==> src/rtl/cpc_pkg.sv <==
package cpc_pkg;

  // Datapath widths: coordinates in Q.14, angles in radians scaled by 2^24
  localparam int unsigned XW   = 34;
  localparam int unsigned ZW   = 28;
  localparam int unsigned FRAC = 14;

  localparam logic signed [ZW-1:0] HALF_PI = 28'sd26353589;
  localparam logic signed [ZW-1:0] PI      = 28'sd52707179;

  // Inverse CORDIC gain in Q32 and the finite-iteration correction seed
  localparam logic [31:0] INVK_INF        = 32'd2608131496;
  localparam logic [31:0] INVK_TWO_THIRDS = 32'd1738754331;

  // 180/pi * 128 in Q16
  localparam logic signed [29:0] DEG128 = 30'sd480631834;

  localparam logic signed [16:0] DIST_MAX = 17'sd46341;
  localparam logic signed [16:0] ANG_MAX  = 17'sd23040;

  typedef enum logic {
    FUNC_TO_POLAR = 1'b0,
    FUNC_TO_RECT  = 1'b1
  } func_e;

  // Work item carried along the rotation chain
  typedef struct packed {
    func_e                func;
    logic                 origin;
    logic signed [XW-1:0] x;
    logic signed [XW-1:0] y;
    logic signed [ZW-1:0] z;
  } cell_t;

  // atan(2^-i) scaled by 2^24, rounded to nearest
  function automatic logic signed [ZW-1:0] micro_angle(input int unsigned i);
    logic signed [ZW-1:0] r;
    case (i)
      0: r = 28'sd13176795;
      1: r = 28'sd7778716;
      2: r = 28'sd4110060;
      3: r = 28'sd2086331;
      4: r = 28'sd1047214;
      5: r = 28'sd524117;
      6: r = 28'sd262123;
      7: r = 28'sd131069;
      default: r = (i <= 24) ? (ZW'(1) << (24 - i)) : '0;
    endcase
    return r;
  endfunction

  // Gain compensation tuned to the number of micro-rotations
  function automatic logic [31:0] inv_gain(input int unsigned iters);
    logic [31:0] corr;
    corr = (2 * iters < 32) ? (INVK_TWO_THIRDS >> (2 * iters)) : 32'd0;
    return INVK_INF + corr;
  endfunction

endpackage

==> src/rtl/cpc_cell.sv <==
module cpc_cell #(
  parameter int unsigned IDX = 0
) (
  input  logic            clk_i,
  input  logic            rst_ni,
  input  logic            in_valid_i,
  output logic            in_ready_o,
  input  cpc_pkg::cell_t  in_item_i,
  output logic            out_valid_o,
  input  logic            out_ready_i,
  output cpc_pkg::cell_t  out_item_o
);

  localparam logic signed [cpc_pkg::ZW-1:0] Ang = cpc_pkg::micro_angle(IDX);

  logic                            v_q;
  cpc_pkg::cell_t                  q;
  cpc_pkg::cell_t                  d;
  logic signed [cpc_pkg::XW-1:0]   x;
  logic signed [cpc_pkg::XW-1:0]   y;
  logic signed [cpc_pkg::ZW-1:0]   z;
  logic signed [cpc_pkg::XW-1:0]   dx;
  logic signed [cpc_pkg::XW-1:0]   dy;

  assign x  = in_item_i.x;
  assign y  = in_item_i.y;
  assign z  = in_item_i.z;
  assign dx = y >>> IDX;
  assign dy = x >>> IDX;

  // One micro-rotation: drive y to zero or z to zero
  always_comb begin
    d.func   = in_item_i.func;
    d.origin = in_item_i.origin;
    case (in_item_i.func)
      cpc_pkg::FUNC_TO_POLAR: begin
        if (y >= 0) begin
          d.x = x + dx;
          d.y = y - dy;
          d.z = z + Ang;
        end else begin
          d.x = x - dx;
          d.y = y + dy;
          d.z = z - Ang;
        end
      end
      cpc_pkg::FUNC_TO_RECT: begin
        if (z >= 0) begin
          d.x = x - dx;
          d.y = y + dy;
          d.z = z - Ang;
        end else begin
          d.x = x + dx;
          d.y = y - dy;
          d.z = z + Ang;
        end
      end
      default: begin
        d.x = x;
        d.y = y;
        d.z = z;
      end
    endcase
  end

  // Advance when the next cell can take the request
  assign in_ready_o = !v_q || out_ready_i;

  always_ff @(posedge clk_i or negedge rst_ni) begin
    if (!rst_ni) begin
      v_q <= 1'b0;
    end else if (in_ready_o) begin
      v_q <= in_valid_i;
    end
  end

  always_ff @(posedge clk_i) begin
    if (in_valid_i && in_ready_o) begin
      q <= d;
    end
  end

  assign out_valid_o = v_q;
  assign out_item_o  = q;

endmodule

==> config.mk <==
export PLATFORM = sky130hd
export DESIGN_NAME = cpc_cell
export DESIGN_NICKNAME = d
export VERILOG_FILES = /design/src/rtl/cpc_pkg.sv /design/src/rtl/cpc_cell.sv
export SDC_FILE = /design/constraint.sdc
export NUM_CORES = 1
export LEC_CHECK = 0
export BUFFER_PORTS_ARGS = -buffer_cell sky130_fd_sc_hd__buf_4
export CAP_MARGIN = 30
export CELL_PAD_IN_SITES_DETAIL_PLACEMENT = 0
export CELL_PAD_IN_SITES_GLOBAL_PLACEMENT = 1
export CORE_MARGIN = 2
export CORE_UTILIZATION = 30
export CTS_CLUSTER_SIZE = 8
export DETAILED_ROUTE_END_ITERATION = 16
export PLACE_DENSITY = 0.64
export SYNTH_ARGS = -nofsm -noshare
export SYNTH_HDL_FRONTEND = slang
export SYNTH_SLANG_ARGS = --single-unit
==> constraint.sdc <==
create_clock -name clk_i -period 3.3 [get_ports clk_i]
set_input_delay 0.66 -clock clk_i [delete_from_list [all_inputs] [get_ports clk_i]]
set_output_delay 0.66 -clock clk_i [all_outputs]
set_load 0.1 [all_outputs]
==> flow_summary.yaml <==
cts:
  post-cts-setup-buffers: 0
  cts_root_buf: "clkbuf_16"
  numCtsBuffers: 9
  insertion_delay_ns: 0.38
  clock_sinks: 98
  clk_pin_slew_worst_paths_ns: 0.07
  clockBufferDepth: 2
  cts_tree: "done"
  htreeDepth: 3
yosys:
  synth_cell_types: 84
  ys_warn_count: 0
  synth-edff-count: 97
  netlist_area_mm2: 0.009866
  netlist_top_cells_count: "a21oi_1 (132), inv_1 (104), ha_1 (101), nor2_1 (101), edfxtp_1 (97)"
  synth_top_area_share_pct: 29.52
  synth_area_leaders: "edfxtp_1 (30%), ha_1 (13%), xnor2_1 (7.0%)"
  yosysMostFrequentCell: "a21oi_1"
  synth_ff_type: "edfxtp_1"
  synthCells: 1176
  async_flop_share_pct: 1.020
  synth_top_area_cell: "edfxtp_1"
  ys_ff_latch: 98
  ys_seq_area_share_pct: 29.78
  synth_nets: 1382
  avgSynthCellArea_um2: 8.389
placement:
  port-buffer-count: 201
  place_hpwl_um: 28200
  gp_congestion: 0.9035
  place_inst: 1958
  pre_cts_ws_ns: -0.3125
sta:
  clock.fmax_mhz: 310.9
  slew_headroom_pct: 39.88
  worst_hold_slack_ns: 0.05024
  fin_skew_ns: 0.01352
  period_needed_ns: 3.216
  timing_worst_slew_pin_value_ns: 0.8984
  min_period_over_period_pct: 97.46
  setup_viol_count_final: 0
  finalHoldViolations: 0
  tns_ns: 0
  layout_setup_ws_ns: 0.08383
  report.final.slew_viol_count: 0
final_layout:
  fin_nets: 1733
  final_cells: 1973
  drive_gt1_share_pct: 29.33
  insertedDiodeCount: 0
  syn_to_final_growth_pct: 36.55
critical_path:
  crit_path_end_kind: "flop"
  worstSetupPathDepth: 11
  worstSetupEndpoint: "out_item_o[88]$_DFFE_PP_"
  cp-start-kind: "primary input"
  path_cells: "buf_4, ha_1, fa_1, nor2b_1, o211ai_1, o211ai_1, a32oi_2, o221ai_1, or3_1, mux2i_1, xnor2_1"
  critPathMaxStageDelay_ns: 0.43
  worstPathRequired_ns: 3.43
  r2r-start: "out_valid_o$_DFFE_PN0N_"
  worstPathMaxFanout: 3
  path_class: "primary input to flop"
  worstPathArrival_ns: 3.34
  startpoint: "in_item_i[28]"
  r2r_slack_ns: 1.70
  rr_worst_depth: 3
  cp_top_family: "compound AO/OA/AOI/OAI gates"
  cp_common_cell: "o211ai_1"
  cp_num_buf_inv: 1
  crit_slowest_cell: "or3_1"
  r2r_end: "out_item_o[65]$_DFFE_PP_"
power_and_ir_drop:
  power.density_mw_per_mm2: 424.5
  total_leakage_power_nw: 6.019
  power.total_w: 0.005719
  vdd_ir_drop_max_v: 0.0002854
global_routing:
  grt_pass1_vias: 9667
  grt_max_degree: 45
  grt_pass1_wl_um: 52610
  grt_use_total_pct: 19.83
  antenna_found_initial: 0
  overflow: 0
drt:
  drt_first_pass_iters: 5
  num_vias: 9985
  drt_wl_total_um: 34510
  drt_iter0_markers: 527
  ant_nets: 0
  drc: 0
  wire_per_inst_um: 17.49
  post_drt_via_cell_ratio: 5.061
floorplan:
  fp-row-count: 66
  fp.dieArea_mm2: 0.03435
  initial_core_util_pct: 30.40
  coreArea_mm2: 0.03245
  die_h_um: 185.3
  io_pins: 202
  dieWidth_um: 185.3
status:
  outcome: "finished clean"
hold_path:
  min_path_type: "primary input to async pin"
run:
  max-cap-violations: 0
## per-layer routing
metal / part of all wire, % / global-route usage [%]
met1: 46 / 27.46
met2: 45 / 31.81
met3: 6.3 / 2.458
met4: 2.6 / 6.698
met5: 0 / 0
## cell type report
cell class	instances	area (um2)
clock buffers	9	225.2
inverters	112	420.4
repair buffers	399	3008
multi-input cells	907	6277
flip-flops and latches	98	2938
clock inverters	6	50.05
well taps	442	553.0
fillers	3340	18980
## state kept, by name, summed over array words and instances, names as in the netlist
| signal | cells |
|---|---|
| out_valid_o | 1 |
| out_item_o | 97 |
## layout by cell type, fill, tap and decap left out, drive strengths merged, types with 4 or more instances in the layout
master	synthesis	routed
a211oi	8	8
a21boi	5	5
a21o	29	29
a21oi	134	134
a31oi	21	21
and2	5	5
and3	5	5
buf	25	399
clkbuf	34	9
edfxtp	97	97
ha	101	101
inv	112	115
mux2i	17	17
nand2	63	63
nand2b	13	13
nand3	25	25
nand4	14	14
nor2	101	101
nor2b	13	13
nor3	30	30
nor4	10	10
o2111ai	5	5
o211ai	12	12
o21a	7	7
o21ai	89	89
o21bai	27	27
o221ai	9	9
o22ai	4	4
o311ai	5	5
o31ai	8	8
or2	8	8
or4	4	4
xnor2	79	79
xor2	12	12
## how the worst min path moves through the flow
| stage | from | to | slack (ns) | cells past startpoint |
|---|---|---|---|---|
| 2_1_floorplan | rst_ni | out_valid_o$_DFFE_PN0N_ | 0.36 | 0 |
| 3_3_place_gp | rst_ni | out_valid_o$_DFFE_PN0N_ | 0.44 | 1 |
| 3_5_place_dp | rst_ni | out_valid_o$_DFFE_PN0N_ | 0.44 | 1 |
| 4_1_cts | rst_ni | out_valid_o$_DFFE_PN0N_ | 0.04 | 1 |
| 5_1_grt | rst_ni | out_valid_o$_DFFE_PN0N_ | 0.04 | 1 |
| 6_report | rst_ni | out_valid_o$_DFFE_PN0N_ | 0.05 | 1 |
## per-stage QoR
stage          util [%]  area (um2)
2_1_floorplan         -        9868
5_1_grt           41.51       13470
6_report          41.51       13470
4_1_cts           41.46       13450
3_5_place_dp      40.61       13180
3_3_place_gp      40.61       13180
## cells by family (layout without fill, tap and decap cells)
group	after synthesis	after routing	synth area share, %
xor gates and xnor gates	91	91	8.079
and+or+nand+nor	304	304	14.95
AOI/OAI and AO/OA	391	391	25.12
adders and majority gates	104	104	13.42
muxes	17	17	1.725
buffers and inverters	171	526	6.924
DFF	98	98	29.78
## where the power goes
group          leakage (nW)  switching (W)  internal, W
registers             0.934      0.0000499      0.00158
logic                  4.95        0.00204     0.000994
clock network         0.134       0.000541     0.000519
total                  6.02        0.00263      0.00309
## what timing repair did
| item | in CTS | in global routing |
|---|---|---|
| setup endpoints to repair | 0 | 8 |
| hold buffers | 0 | 0 |
| hold endpoints to repair | 0 | 0 |
| resized for setup | 0 | 3 |
Power figures use the tool's default switching activity.
