## src/rtl/cpc_pkg.sv

```systemverilog
package cpc_pkg;

  // Datapath widths: coordinates in Q.14, angles in radians scaled by 2^24
  localparam int unsigned XW   = 34;
  localparam int unsigned ZW   = 28;
  localparam int unsigned FRAC = 14;

  localparam logic signed [ZW-1:0] HALF_PI = 28'sd26353589;
  localparam logic signed [ZW-1:0] PI      = 28'sd52707179;

  // Inverse CORDIC gain in Q32 and the finite-iteration correction seed
  localparam logic [31:0] INVK_INF        = 32'd2608131496;
  localparam logic [31:0] INVK_TWO_THIRDS = 32'd1738754331;

  // 180/pi * 128 in Q16
  localparam logic signed [29:0] DEG128 = 30'sd480631834;

  localparam logic signed [16:0] DIST_MAX = 17'sd46341;
  localparam logic signed [16:0] ANG_MAX  = 17'sd23040;

  typedef enum logic {
    FUNC_TO_POLAR = 1'b0,
    FUNC_TO_RECT  = 1'b1
  } func_e;

  // Work item carried along the rotation chain
  typedef struct packed {
    func_e                func;
    logic                 origin;
    logic signed [XW-1:0] x;
    logic signed [XW-1:0] y;
    logic signed [ZW-1:0] z;
  } cell_t;

  // atan(2^-i) scaled by 2^24, rounded to nearest
  function automatic logic signed [ZW-1:0] micro_angle(input int unsigned i);
    logic signed [ZW-1:0] r;
    case (i)
      0: r = 28'sd13176795;
      1: r = 28'sd7778716;
      2: r = 28'sd4110060;
      3: r = 28'sd2086331;
      4: r = 28'sd1047214;
      5: r = 28'sd524117;
      6: r = 28'sd262123;
      7: r = 28'sd131069;
      default: r = (i <= 24) ? (ZW'(1) << (24 - i)) : '0;
    endcase
    return r;
  endfunction

  // Gain compensation tuned to the number of micro-rotations
  function automatic logic [31:0] inv_gain(input int unsigned iters);
    logic [31:0] corr;
    corr = (2 * iters < 32) ? (INVK_TWO_THIRDS >> (2 * iters)) : 32'd0;
    return INVK_INF + corr;
  endfunction

endpackage

```

## src/rtl/cpc_pre.sv

```systemverilog
module cpc_pre #(
  parameter int unsigned ITERATIONS = 16
) (
  input  logic                clk_i,
  input  logic                rst_ni,
  input  logic                in_valid_i,
  output logic                in_ready_o,
  input  logic                func_i,
  input  logic signed [16:0]  operand_a_i,
  input  logic signed [15:0]  operand_b_i,
  output logic                out_valid_o,
  input  logic                out_ready_i,
  output cpc_pkg::cell_t      out_item_o
);

  localparam logic [31:0] InvGain = cpc_pkg::inv_gain(ITERATIONS);

  // Stage A: saturate x, scale the distance by the inverse gain
  logic                  a_v_q;
  logic                  a_ready;
  logic                  b_ready;
  cpc_pkg::func_e        a_func_q;
  logic                  a_origin_q;
  logic signed [15:0]    a_x_q;
  logic signed [15:0]    a_y_q;
  logic signed [48:0]    a_prod_q;
  logic signed [15:0]    x_sat;
  logic signed [48:0]    prod_d;

  always_comb begin
    if (operand_a_i > 17'sd32767) begin
      x_sat = 16'sh7fff;
    end else if (operand_a_i < -17'sd32768) begin
      x_sat = 16'sh8000;
    end else begin
      x_sat = operand_a_i[15:0];
    end
  end

  assign prod_d = 49'(operand_a_i) * 49'($signed({1'b0, InvGain}));

  assign a_ready    = !a_v_q || b_ready;
  assign in_ready_o = a_ready;

  always_ff @(posedge clk_i or negedge rst_ni) begin
    if (!rst_ni) begin
      a_v_q <= 1'b0;
    end else if (a_ready) begin
      a_v_q <= in_valid_i;
    end
  end

  always_ff @(posedge clk_i) begin
    if (in_valid_i && a_ready) begin
      a_func_q   <= cpc_pkg::func_e'(func_i);
      a_origin_q <= (x_sat == 16'sd0) && (operand_b_i == 16'sd0);
      a_x_q      <= x_sat;
      a_y_q      <= operand_b_i;
      a_prod_q   <= prod_d;
    end
  end

  // Stage B: bring the start vector into the convergence range
  logic                            b_v_q;
  cpc_pkg::cell_t                  b_q;
  cpc_pkg::cell_t                  b_d;
  logic signed [cpc_pkg::XW-1:0]   px;
  logic signed [cpc_pkg::XW-1:0]   py;
  logic signed [cpc_pkg::XW-1:0]   rx;
  logic signed [cpc_pkg::ZW-1:0]   rz;

  always_comb begin
    px = cpc_pkg::XW'(a_x_q) <<< cpc_pkg::FRAC;
    py = cpc_pkg::XW'(a_y_q) <<< cpc_pkg::FRAC;
    rx = cpc_pkg::XW'(a_prod_q >>> 18);
    rz = cpc_pkg::ZW'(a_y_q) <<< 11;
    b_d.func   = a_func_q;
    b_d.origin = a_origin_q;
    case (a_func_q)
      cpc_pkg::FUNC_TO_POLAR: begin
        // turn the left half plane by 90 degrees
        if (px < 0) begin
          if (py >= 0) begin
            b_d.x = py;
            b_d.y = -px;
            b_d.z = cpc_pkg::HALF_PI;
          end else begin
            b_d.x = -py;
            b_d.y = px;
            b_d.z = -cpc_pkg::HALF_PI;
          end
        end else begin
          b_d.x = px;
          b_d.y = py;
          b_d.z = '0;
        end
      end
      cpc_pkg::FUNC_TO_RECT: begin
        // fold angles beyond a quarter turn back by pi
        b_d.y = '0;
        if (rz > cpc_pkg::HALF_PI) begin
          b_d.x = -rx;
          b_d.z = rz - cpc_pkg::PI;
        end else if (rz < -cpc_pkg::HALF_PI) begin
          b_d.x = -rx;
          b_d.z = rz + cpc_pkg::PI;
        end else begin
          b_d.x = rx;
          b_d.z = rz;
        end
      end
      default: begin
        b_d.x = rx;
        b_d.y = '0;
        b_d.z = rz;
      end
    endcase
  end

  assign b_ready = !b_v_q || out_ready_i;

  always_ff @(posedge clk_i or negedge rst_ni) begin
    if (!rst_ni) begin
      b_v_q <= 1'b0;
    end else if (b_ready) begin
      b_v_q <= a_v_q;
    end
  end

  always_ff @(posedge clk_i) begin
    if (a_v_q && b_ready) begin
      b_q <= b_d;
    end
  end

  assign out_valid_o = b_v_q;
  assign out_item_o  = b_q;

  a_load: assert property (@(posedge clk_i) disable iff (!rst_ni)
    in_valid_i && in_ready_o |=> a_v_q)
    else $error("accepted request did not reach the first stage");

endmodule

```

## config.mk

```make
export PLATFORM = sky130hd
export DESIGN_NAME = cpc_pre
export DESIGN_NICKNAME = d
export VERILOG_FILES = /design/src/rtl/cpc_pkg.sv /design/src/rtl/cpc_pre.sv
export SDC_FILE = /design/constraint.sdc
export NUM_CORES = 1
export LEC_CHECK = 0
export ABC_AREA = 1
export BUFFER_PORTS_ARGS = -buffer_cell sky130_fd_sc_hd__clkbuf_2
export CAP_MARGIN = 40
export CORE_AREA = 2 2 222 180
export DETAILED_ROUTE_END_ITERATION = 8
export DIE_AREA = 0 0 224 182
export HOLD_SLACK_MARGIN = 0.05
export PLACE_DENSITY = 0.72
export SETUP_SLACK_MARGIN = 0.15
export SLEW_MARGIN = 25
export SYNTH_ARGS = -nofsm -noshare
export SYNTH_HDL_FRONTEND = slang
export SYNTH_SLANG_ARGS = --single-unit
```

## constraint.sdc

```tcl
create_clock -name clk_i -period 5.6 [get_ports clk_i]
set_input_delay 0 -clock clk_i [delete_from_list [all_inputs] [get_ports clk_i]]
set_output_delay 0 -clock clk_i [all_outputs]
set_load 0.01 [all_outputs]
```

==> results.ini <==
[hold_path]
hold_end=a_x_q[15]$_DFFE_PP_
min_delay_path_depth=5
hp-start=operand_a_i[11]
hold_class=input port to flip-flop

[die]
core_sq_um=38800
dieArea_sq_um=40800
die_w_microns=224
fp.dieH_microns=182
rows=65
initial_core_util_pct=44.2
ioPinCount=138

[routing]
routedWlPerCell_microns=19.7
via_count=14600
wl_met1_microns=24300
viasPerCell=5.34
antenna_left=0
met3WireLength_microns=4290
routed_wl_microns=53600
dr_wl_met2_microns=23900
routed.top_layer=met4
first_pass_iters=6
drc=0
drt_iter0_drc=1319

[finish]
final_area_sq_um=19400
final_common_cell=inv_1
fin_util_pct=50.0
diodes=0
final_cell_count_no_fill=2727
fillCellCount=3684
final_layout_size_suffix_gt1_share_pct=9.98
layout_common_cells=inv_1, nand2_1, fa_1
nNetsFinal=2613
area_delta_synth_final_pct=13.2

[outcome]
status=complete, no violations

[critical_path]
endpoint_kind=flip-flop
r2r_start=a_y_q[0]$_DFFE_PP_
cp_max_fo=6
criticalPathCategory=input port to flip-flop
r2r_end=out_item_o[78]$_DFFE_PP_
worst-r2r-cell-count=12
rrSetupSlack_ns=2.89
crit_arrival_ns=5.24
start_kind=input port
crit_required_ns=5.76

[timing]
worstMarginPinSlew_ns=0.791
report.final.hold_viol_count=0
slew_viol_final=0
setup-violations-final=0
fin_tns_setup_ns=0
maxSlewHeadroom_pct=47.2
finalCritPeriodShare_pct=90.7
rsz0062_at_grt=false
fmax_mhz=197
finClkSkew_ns=0.0143
period_minus_slack_ns=5.08

[run]
drv_cap=0

[place]
gp_congestion=1.03
dp.final_hpwl_microns=45400
dp_cells=2670
port_buffers=123
post_dp_cell_area_sq_um=18500

[global_routing]
grt-ovfl-total=0
grt_start_max_net_pins=66
grt_pass1_wl_microns=82800
first_global_vias=14200
grt_util_all_layers_pct=26.8
antenna_found_initial=0

[logic_synthesis]
avgSynthCellArea_sq_um=8.39
synth_cell_types=42
synth_ff_type=edfxtp_1
seq_area_frac_synth_pct=25.2
syn_area_sq_um=17100
async_reset_ff_share_pct=1.39
ys_ff_latch=144
synth_area_leaders=edfxtp_1, fa_1, ha_1, inv_1, nand2_1
synth_cells=2042
yosysTopAreaCellShare_pct=24.9
synth_area_leader_cell=edfxtp_1
ys_warn_count=0
synth_edf_count=142

[cts]
cts.path.max_buffers=2
cts.repair.resized=0
cts.sinks=144
cts-root-buf=clkbuf_16
numCtsBuffers=17
clock_latency_ns=0.43
cts_tree=done
htree_levels=4
path_clk_slew_ns=0.07

cell families (layout without fill, tap and decap cells):
kind of cell | Yosys count | after routing | synth area share (%)
compound gates | 264 | 264 | 8.46
xor+xnor | 42 | 42 | 2.15
fa+ha+maj | 363 | 363 | 34.8
buf+inv | 497 | 667 | 11.7
flops | 144 | 144 | 25.2
other cells | 1 | 14 | 0.0219
simple gates | 731 | 731 | 17.7
flip-flops by register name (all words and copies together) (netlist names):
signal,cells
a_prod_q,31
a_y_q,16
out_valid_o,1
a_func_q,1
a_v_q,1
a_origin_q,1
a_x_q,16
out_item_o,77
stage by stage:
stage	worst slack, ns	hold WS [ns]
2_1_floorplan	0.798	-0.296
3_3_place_gp	0.198	-0.214
3_5_place_dp	0.117	-0.211
4_1_cts	0.557	0.200
5_1_grt	0.198	0.222
6_report	0.523	0.242
critical path, cell delays in order:
cell	delay, ns
clkbuf_2	0.19
inv_1	0.12
ha_1	0.40
inv_1	0.17
fa_1	0.54
fa_1	0.54
fa_1	0.45
fa_1	0.54
inv_1	0.06
fa_1	0.55
inv_1	0.05
ha_1	0.35
a21oi_1	0.32
o21ai_0	0.17
a21oi_1	0.32
a21boi_0	0.24
nand2_1	0.09
xor2_1	0.14
cell type report:
type | count | area [sq um] | share of cell area (%)
inverter | 436 | 1640 | 8.44
tap | 502 | 628 | 3.24
clock buffer | 17 | 425 | 2.19
timing repair buffer | 199 | 1310 | 6.76
multi-input combinational | 1414 | 10900 | 56.1
sequential | 144 | 4310 | 22.3
clock inverter | 15 | 194 | 1.00
synthesized netlist by cell type, types with 8 or more instances:
cell        n
inv_1     431
nand2_1   402
fa_1      189
ha_1      174
nor2_1    155
edfxtp_1  142
a21oi_1   109
nand3_1   103
o21ai_0   100
xor2_1     33
buf_4      26
nand4_1    23
nor3_1     23
clkbuf_1   21
o211ai_1   18
o21bai_1    9
xnor2_1     9
buf_2       8
per-layer routing:
layer / track usage, % / vias to the layer above
met5: 0 / -
met4: 6.27 / 0
met3: 4.22 / 73
met2: 41.9 / 631
met1: 39.1 / 7042
li1: - / 6817
worst max path at each step:
stage,from,endpoint,depth (start not counted)
floorplan,operand_a_i[11],a_prod_q[47]$_DFFE_PP_,20
global placement,operand_a_i[12],a_prod_q[45]$_DFFE_PP_,20
detailed placement,operand_a_i[6],a_prod_q[35]$_DFFE_PP_,18
CTS,operand_a_i[6],a_prod_q[35]$_DFFE_PP_,18
global route,operand_a_i[15],a_prod_q[47]$_DFFE_PP_,21
finish,operand_a_i[6],a_prod_q[35]$_DFFE_PP_,18
what timing repair did:
item                      4_1_cts  5_1_grt
hold endpoints to repair       21        0
hold buffers                   23        0
setup buffers                   0        0
Power is left out: the tool's default activity adds up to more than one toggle a clock period on the data nets, which glitch-free logic cannot reach.
