`src/rtl/cpc_pkg.sv`:
```
package cpc_pkg;

  // Datapath widths: coordinates in Q.14, angles in radians scaled by 2^24
  localparam int unsigned XW   = 34;
  localparam int unsigned ZW   = 28;
  localparam int unsigned FRAC = 14;

  localparam logic signed [ZW-1:0] HALF_PI = 28'sd26353589;
  localparam logic signed [ZW-1:0] PI      = 28'sd52707179;

  // Inverse CORDIC gain in Q32 and the finite-iteration correction seed
  localparam logic [31:0] INVK_INF        = 32'd2608131496;
  localparam logic [31:0] INVK_TWO_THIRDS = 32'd1738754331;

  // 180/pi * 128 in Q16
  localparam logic signed [29:0] DEG128 = 30'sd480631834;

  localparam logic signed [16:0] DIST_MAX = 17'sd46341;
  localparam logic signed [16:0] ANG_MAX  = 17'sd23040;

  typedef enum logic {
    FUNC_TO_POLAR = 1'b0,
    FUNC_TO_RECT  = 1'b1
  } func_e;

  // Work item carried along the rotation chain
  typedef struct packed {
    func_e                func;
    logic                 origin;
    logic signed [XW-1:0] x;
    logic signed [XW-1:0] y;
    logic signed [ZW-1:0] z;
  } cell_t;

  // atan(2^-i) scaled by 2^24, rounded to nearest
  function automatic logic signed [ZW-1:0] micro_angle(input int unsigned i);
    logic signed [ZW-1:0] r;
    case (i)
      0: r = 28'sd13176795;
      1: r = 28'sd7778716;
      2: r = 28'sd4110060;
      3: r = 28'sd2086331;
      4: r = 28'sd1047214;
      5: r = 28'sd524117;
      6: r = 28'sd262123;
      7: r = 28'sd131069;
      default: r = (i <= 24) ? (ZW'(1) << (24 - i)) : '0;
    endcase
    return r;
  endfunction

  // Gain compensation tuned to the number of micro-rotations
  function automatic logic [31:0] inv_gain(input int unsigned iters);
    logic [31:0] corr;
    corr = (2 * iters < 32) ? (INVK_TWO_THIRDS >> (2 * iters)) : 32'd0;
    return INVK_INF + corr;
  endfunction

endpackage

```
`src/rtl/cpc_post.sv`:
```
module cpc_post #(
  parameter int unsigned ITERATIONS = 16
) (
  input  logic               clk_i,
  input  logic               rst_ni,
  input  logic               in_valid_i,
  output logic               in_ready_o,
  input  cpc_pkg::cell_t     in_item_i,
  output logic               out_valid_o,
  input  logic               out_ready_i,
  output logic signed [16:0] result_a_o,
  output logic signed [16:0] result_b_o
);

  localparam logic [31:0] InvGain = cpc_pkg::inv_gain(ITERATIONS);

  // Round a Q.14 coordinate and clamp it to 17 bits
  function automatic logic signed [16:0] round_sat(input logic signed [cpc_pkg::XW-1:0] v);
    logic signed [cpc_pkg::XW-1:0] r;
    logic signed [16:0]            s;
    r = (v + cpc_pkg::XW'(1 << (cpc_pkg::FRAC - 1))) >>> cpc_pkg::FRAC;
    if (r > cpc_pkg::XW'(65535)) begin
      s = 17'sd65535;
    end else if (r < -cpc_pkg::XW'(65536)) begin
      s = -17'sd65536;
    end else begin
      s = r[16:0];
    end
    return s;
  endfunction

  // Stage C: gain and degree multiplies, rectangular rounding
  logic                   c_v_q;
  logic                   c_ready;
  logic                   d_ready;
  cpc_pkg::func_e         c_func_q;
  logic                   c_origin_q;
  logic [63:0]            c_dist_q;
  logic signed [57:0]     c_ang_q;
  logic signed [16:0]     c_rx_q;
  logic signed [16:0]     c_ry_q;
  logic [31:0]            xu;
  logic signed [cpc_pkg::ZW-1:0] zi;

  assign xu = in_item_i.x[31:0];
  assign zi = in_item_i.z;

  assign c_ready    = !c_v_q || d_ready;
  assign in_ready_o = c_ready;

  always_ff @(posedge clk_i or negedge rst_ni) begin
    if (!rst_ni) begin
      c_v_q <= 1'b0;
    end else if (c_ready) begin
      c_v_q <= in_valid_i;
    end
  end

  always_ff @(posedge clk_i) begin
    if (in_valid_i && c_ready) begin
      c_func_q   <= in_item_i.func;
      c_origin_q <= in_item_i.origin;
      c_dist_q   <= 64'(xu) * 64'(InvGain);
      c_ang_q    <= 58'(zi) * 58'(cpc_pkg::DEG128);
      c_rx_q     <= round_sat(in_item_i.x);
      c_ry_q     <= round_sat(in_item_i.y);
    end
  end

  // Stage D: round, clamp and select the result
  logic               d_v_q;
  cpc_pkg::func_e     d_func_q;
  logic signed [16:0] res_a_q;
  logic signed [16:0] res_b_q;
  logic signed [16:0] res_a_d;
  logic signed [16:0] res_b_d;
  logic [63:0]        dist_sum;
  logic [17:0]        dist_r;
  logic signed [57:0] ang_sum;
  logic signed [17:0] ang_r;

  always_comb begin
    dist_sum = c_dist_q + (64'd1 << 45);
    dist_r   = dist_sum[63:46];
    ang_sum  = c_ang_q + (58'sd1 <<< 39);
    ang_r    = ang_sum[57:40];
    case (c_func_q)
      cpc_pkg::FUNC_TO_POLAR: begin
        if (c_origin_q) begin
          res_a_d = '0;
          res_b_d = '0;
        end else begin
          res_a_d = (dist_r > 18'(cpc_pkg::DIST_MAX)) ? cpc_pkg::DIST_MAX : dist_r[16:0];
          if (ang_r > 18'(cpc_pkg::ANG_MAX)) begin
            res_b_d = cpc_pkg::ANG_MAX;
          end else if (ang_r < -18'(cpc_pkg::ANG_MAX)) begin
            res_b_d = -cpc_pkg::ANG_MAX;
          end else begin
            res_b_d = ang_r[16:0];
          end
        end
      end
      cpc_pkg::FUNC_TO_RECT: begin
        res_a_d = c_rx_q;
        res_b_d = c_ry_q;
      end
      default: begin
        res_a_d = c_rx_q;
        res_b_d = c_ry_q;
      end
    endcase
  end

  assign d_ready = !d_v_q || out_ready_i;

  always_ff @(posedge clk_i or negedge rst_ni) begin
    if (!rst_ni) begin
      d_v_q <= 1'b0;
    end else if (d_ready) begin
      d_v_q <= c_v_q;
    end
  end

  always_ff @(posedge clk_i) begin
    if (c_v_q && d_ready) begin
      d_func_q <= c_func_q;
      res_a_q  <= res_a_d;
      res_b_q  <= res_b_d;
    end
  end

  assign out_valid_o = d_v_q;
  assign result_a_o  = res_a_q;
  assign result_b_o  = res_b_q;

  dist_range: assert property (@(posedge clk_i) disable iff (!rst_ni)
    d_v_q && d_func_q == cpc_pkg::FUNC_TO_POLAR |->
      res_a_q >= 17'sd0 && res_a_q <= cpc_pkg::DIST_MAX)
    else $error("polar distance out of range");

  ang_range: assert property (@(posedge clk_i) disable iff (!rst_ni)
    d_v_q && d_func_q == cpc_pkg::FUNC_TO_POLAR |->
      res_b_q >= -cpc_pkg::ANG_MAX && res_b_q <= cpc_pkg::ANG_MAX)
    else $error("polar angle out of range");

endmodule

```
`config.mk`:
```
export PLATFORM = sky130hd
export DESIGN_NAME = cpc_post
export DESIGN_NICKNAME = d
export VERILOG_FILES = /design/src/rtl/cpc_pkg.sv /design/src/rtl/cpc_post.sv
export SDC_FILE = /design/constraint.sdc
export NUM_CORES = 2
export LEC_CHECK = 0
export BUFFER_PORTS_ARGS = -buffer_cell sky130_fd_sc_hd__buf_2
export CORE_ASPECT_RATIO = 1.25
export CORE_MARGIN = 8
export CORE_UTILIZATION = 65
export DETAILED_ROUTE_END_ITERATION = 10
export PLACE_DENSITY = 0.91
export SLEW_MARGIN = 5
export SYNTH_ARGS = -nofsm -noshare
export SYNTH_HDL_FRONTEND = slang
export SYNTH_SLANG_ARGS = --single-unit
export TNS_END_PERCENT = 100
```
`constraint.sdc`:
```
create_clock -name clk_i -period 5.4 [get_ports clk_i]
set_input_delay 0.54 -clock clk_i [delete_from_list [all_inputs] [get_ports clk_i]]
set_output_delay 0.54 -clock clk_i [all_outputs]
set_load 0.005 [all_outputs]
```
==> reports/metrics.yaml <==
critical_path:
  crit_top_cell: "fa_1"
  cp_slowest_stage_delay_ns: 0.61
  end_kind: "flip-flop"
  crit_type: "input port to flip-flop"
  worstPathMaxFanout: 5
  cp_data_required_time_ns: 5.50
  r2r_start: "c_dist_q[46]"
  critPathSlowestCell: "fa_1"
  crit_family: "adder cells"
  crit_path_start_kind: "input port"
  path_buf_inv: 6
  crit_start: "in_item_i[81]"
  arrival_ns: 7.38
synthesis:
  netlist_area_sq_um: 37900
  synthDistinctLibCells: 73
  yosysSeqAreaShare_pct: 8.69
  synth.most_common_cell: "inv_1"
  syn_avg_cell_area_sq_um: 9.94
  synth_area_leader_cell: "fa_1"
  synth_edf_count: 108
  syn_inst: 3812
  syn-num-nets: 5397
  synth_top_area_share_pct: 39.9
  yosys_register_bits: 110
  synth_area_leaders: "fa_1 (40%), ha_1 (24%), inv_1 (13%)"
  yosys_warnings: 0
  synthArstFlopShare_pct: 1.82
  synth_common_cells: "inv_1 (1291), fa_1 (756), ha_1 (727)"
  ys.flop_type: "edfxtp_1"
floorplanning:
  ios: 138
  die_width_um: 232
  die_area_sq_um: 66300
  initial_core_util_pct: 65.4
  rows: 99
  core-area_sq_um: 58000
  die_height_um: 286
detailed_routing:
  via_count: 32042
  via_per_inst: 5.99
  route.detailed.drc: 0
  ant_nets: 0
  routed_wl_mm: 134
  drt-initial-drc-count: 2766
  drt-pass1-iter-count: 6
  post_drt_wl_per_cell_um: 25.0
global_route:
  grt_pass1_vias: 35728
  antenna_found_initial: 1
  overflow: 0
  grt_pass1_wl_mm: 191
  grt_use_total_pct: 37.8
  grt_max_degree: 75
placed_design:
  gp_congestion: 1.09
  port_buffers: 124
  dp_hpwl_mm: 104
cts:
  root_buffer: "clkbuf_16"
  cts.clk_slew.worst_paths_ns: 0.07
  cts_tree: "yes"
  cts_max_path_buffers: 2
  cts_made_buffers: 9
  cts.sink_count: 110
  clkLatencyLatePin_ns: 0.35
  htreeDepth: 3
timing:
  rsz0062_at_grt: "true"
  timing.final.crit_share_pct: 135
  skew_ns: 0.00903
  fmax_mhz: 137
  hold_slack_ns: 0.360
  slew_headroom_pct: 26.0
  slew_violations: 0
  tightest_slew_ns: 1.11
  hold_violations: 0
  min_period_ns: 7.28
  setup_viol: 38
  setup_ws_ns: -1.88
final_layout:
  drive_gt1_share_pct: 26.1
  areaGrowthSynthToFinish_pct: 25.3
  nets: 6173
min_path:
  hold_path_class: "input port to flip-flop"
  min_from: "in_item_i[97]"
flow_run:
  drv_cap: 0
outcome:
  violations: "negative setup slack"
  outcome: "finished with violations"
timing repair:
item	in CTS	in global routing
setup endpoints to repair	38	38
buffers inserted	44	36
pin swaps	185	128
resized for setup	262	125
hold buffers	1	0
endpoints found under the hold margin	2	0
worst register-to-register path: stages, from the launching register on:
cell	delay, ns
edfxtp_1	0.50
ha_1	0.31
and4_1	0.48
nand2_1	0.19
nor2_1	0.14
a21oi_1	0.08
o22ai_1	0.21
nand4_1	0.12
a21o_1	0.20
a22o_1	0.27
and2_4	0.16
o41ai_1	0.46
layout by cell type (no fill, tap or decap), types with 38 or more instances in the layout:
master	synthesis	final
a21oi_1	116	76
buf_2	6	90
buf_4	1	620
buf_6	0	53
edfxtp_1	108	108
fa_1	756	708
fa_2	0	48
ha_1	727	618
ha_4	0	94
inv_1	1291	1220
inv_2	0	56
nand2_1	120	112
nand3_1	50	42
nor2_1	78	64
o21ai_0	105	73
xnor2_1	70	68
xor2_1	40	38
layout make-up:
class                   instances  area, sq um
inverters                    1291         4900
multi-input cells            2385        31900
diodes                          2         5.00
flip-flops and latches        110         3290
repair buffers                791         6180
clock inverters                 4         32.5
clock buffers                  12          246
fillers                      3007        10500
well taps                     757          947
flip-flops by register name, indices dropped and copies added, names as in the netlist:
signal / flops
c_ang_q: 19
out_valid_o: 1
c_rx_q: 17
c_dist_q: 19
c_ry_q: 17
c_origin_q: 1
result_b_o: 17
result_a_o: 17
c_v_q: 1
c_func_q: 1
cell families after synthesis:
logic type / count (synthesis) / synth area share [%]
flip-flops: 110 / 8.69
multiplexers: 3 / 0.0825
adder cells (fa/ha/maj): 1483 / 63.9
buffers and inverters: 1317 / 13.1
AO/OA/AOI/OAI: 395 / 6.48
AND/OR/NAND/NOR: 394 / 5.20
XOR/XNOR: 110 / 2.54
worst paths after layout:
check,depth (start not counted),end,slack (ns)
setup / recovery,25,c_dist_q[63],-1.88
hold / removal,1,c_func_q,0.36
setup reg to reg,11,result_a_o[11],2.02
hold reg to reg,1,out_valid_o,0.49
max in group asynchronous,2,out_valid_o,4.80
min in group asynchronous,2,c_v_q,0.51
per-layer routing:
| metal | routed length, um | track usage [%] | vias up |
|---|---|---|---|
| li1 | - | - | 13319 |
| met4 | 17700 | 36.9 | 0 |
| met5 | 0 | 0 | - |
| met3 | 9810 | 5.50 | 1042 |
| met2 | 66500 | 67.5 | 2082 |
| met1 | 39800 | 36.5 | 15599 |
per-stage QoR:
| step | utilization (%) | std cells | TNS, ns | cell area (sq um) | setup WS [ns] |
|---|---|---|---|---|---|
| floorplan | - | 3812 | -29.24 | 38900 | -1.16 |
| finish | 81.9 | 5352 | -47.09 | 47500 | -1.88 |
| global placement | 77.7 | 5272 | -56.42 | 45000 | -1.69 |
| CTS | 80.7 | 5325 | -37.80 | 46800 | -1.36 |
| global route | 81.9 | 5350 | -53.34 | 47500 | -1.98 |
| detailed placement | 77.7 | 5272 | -60.34 | 45000 | -1.87 |
Power is left out: the tool's default activity adds up to more than one toggle a clock period on the data nets, which glitch-free logic cannot reach.
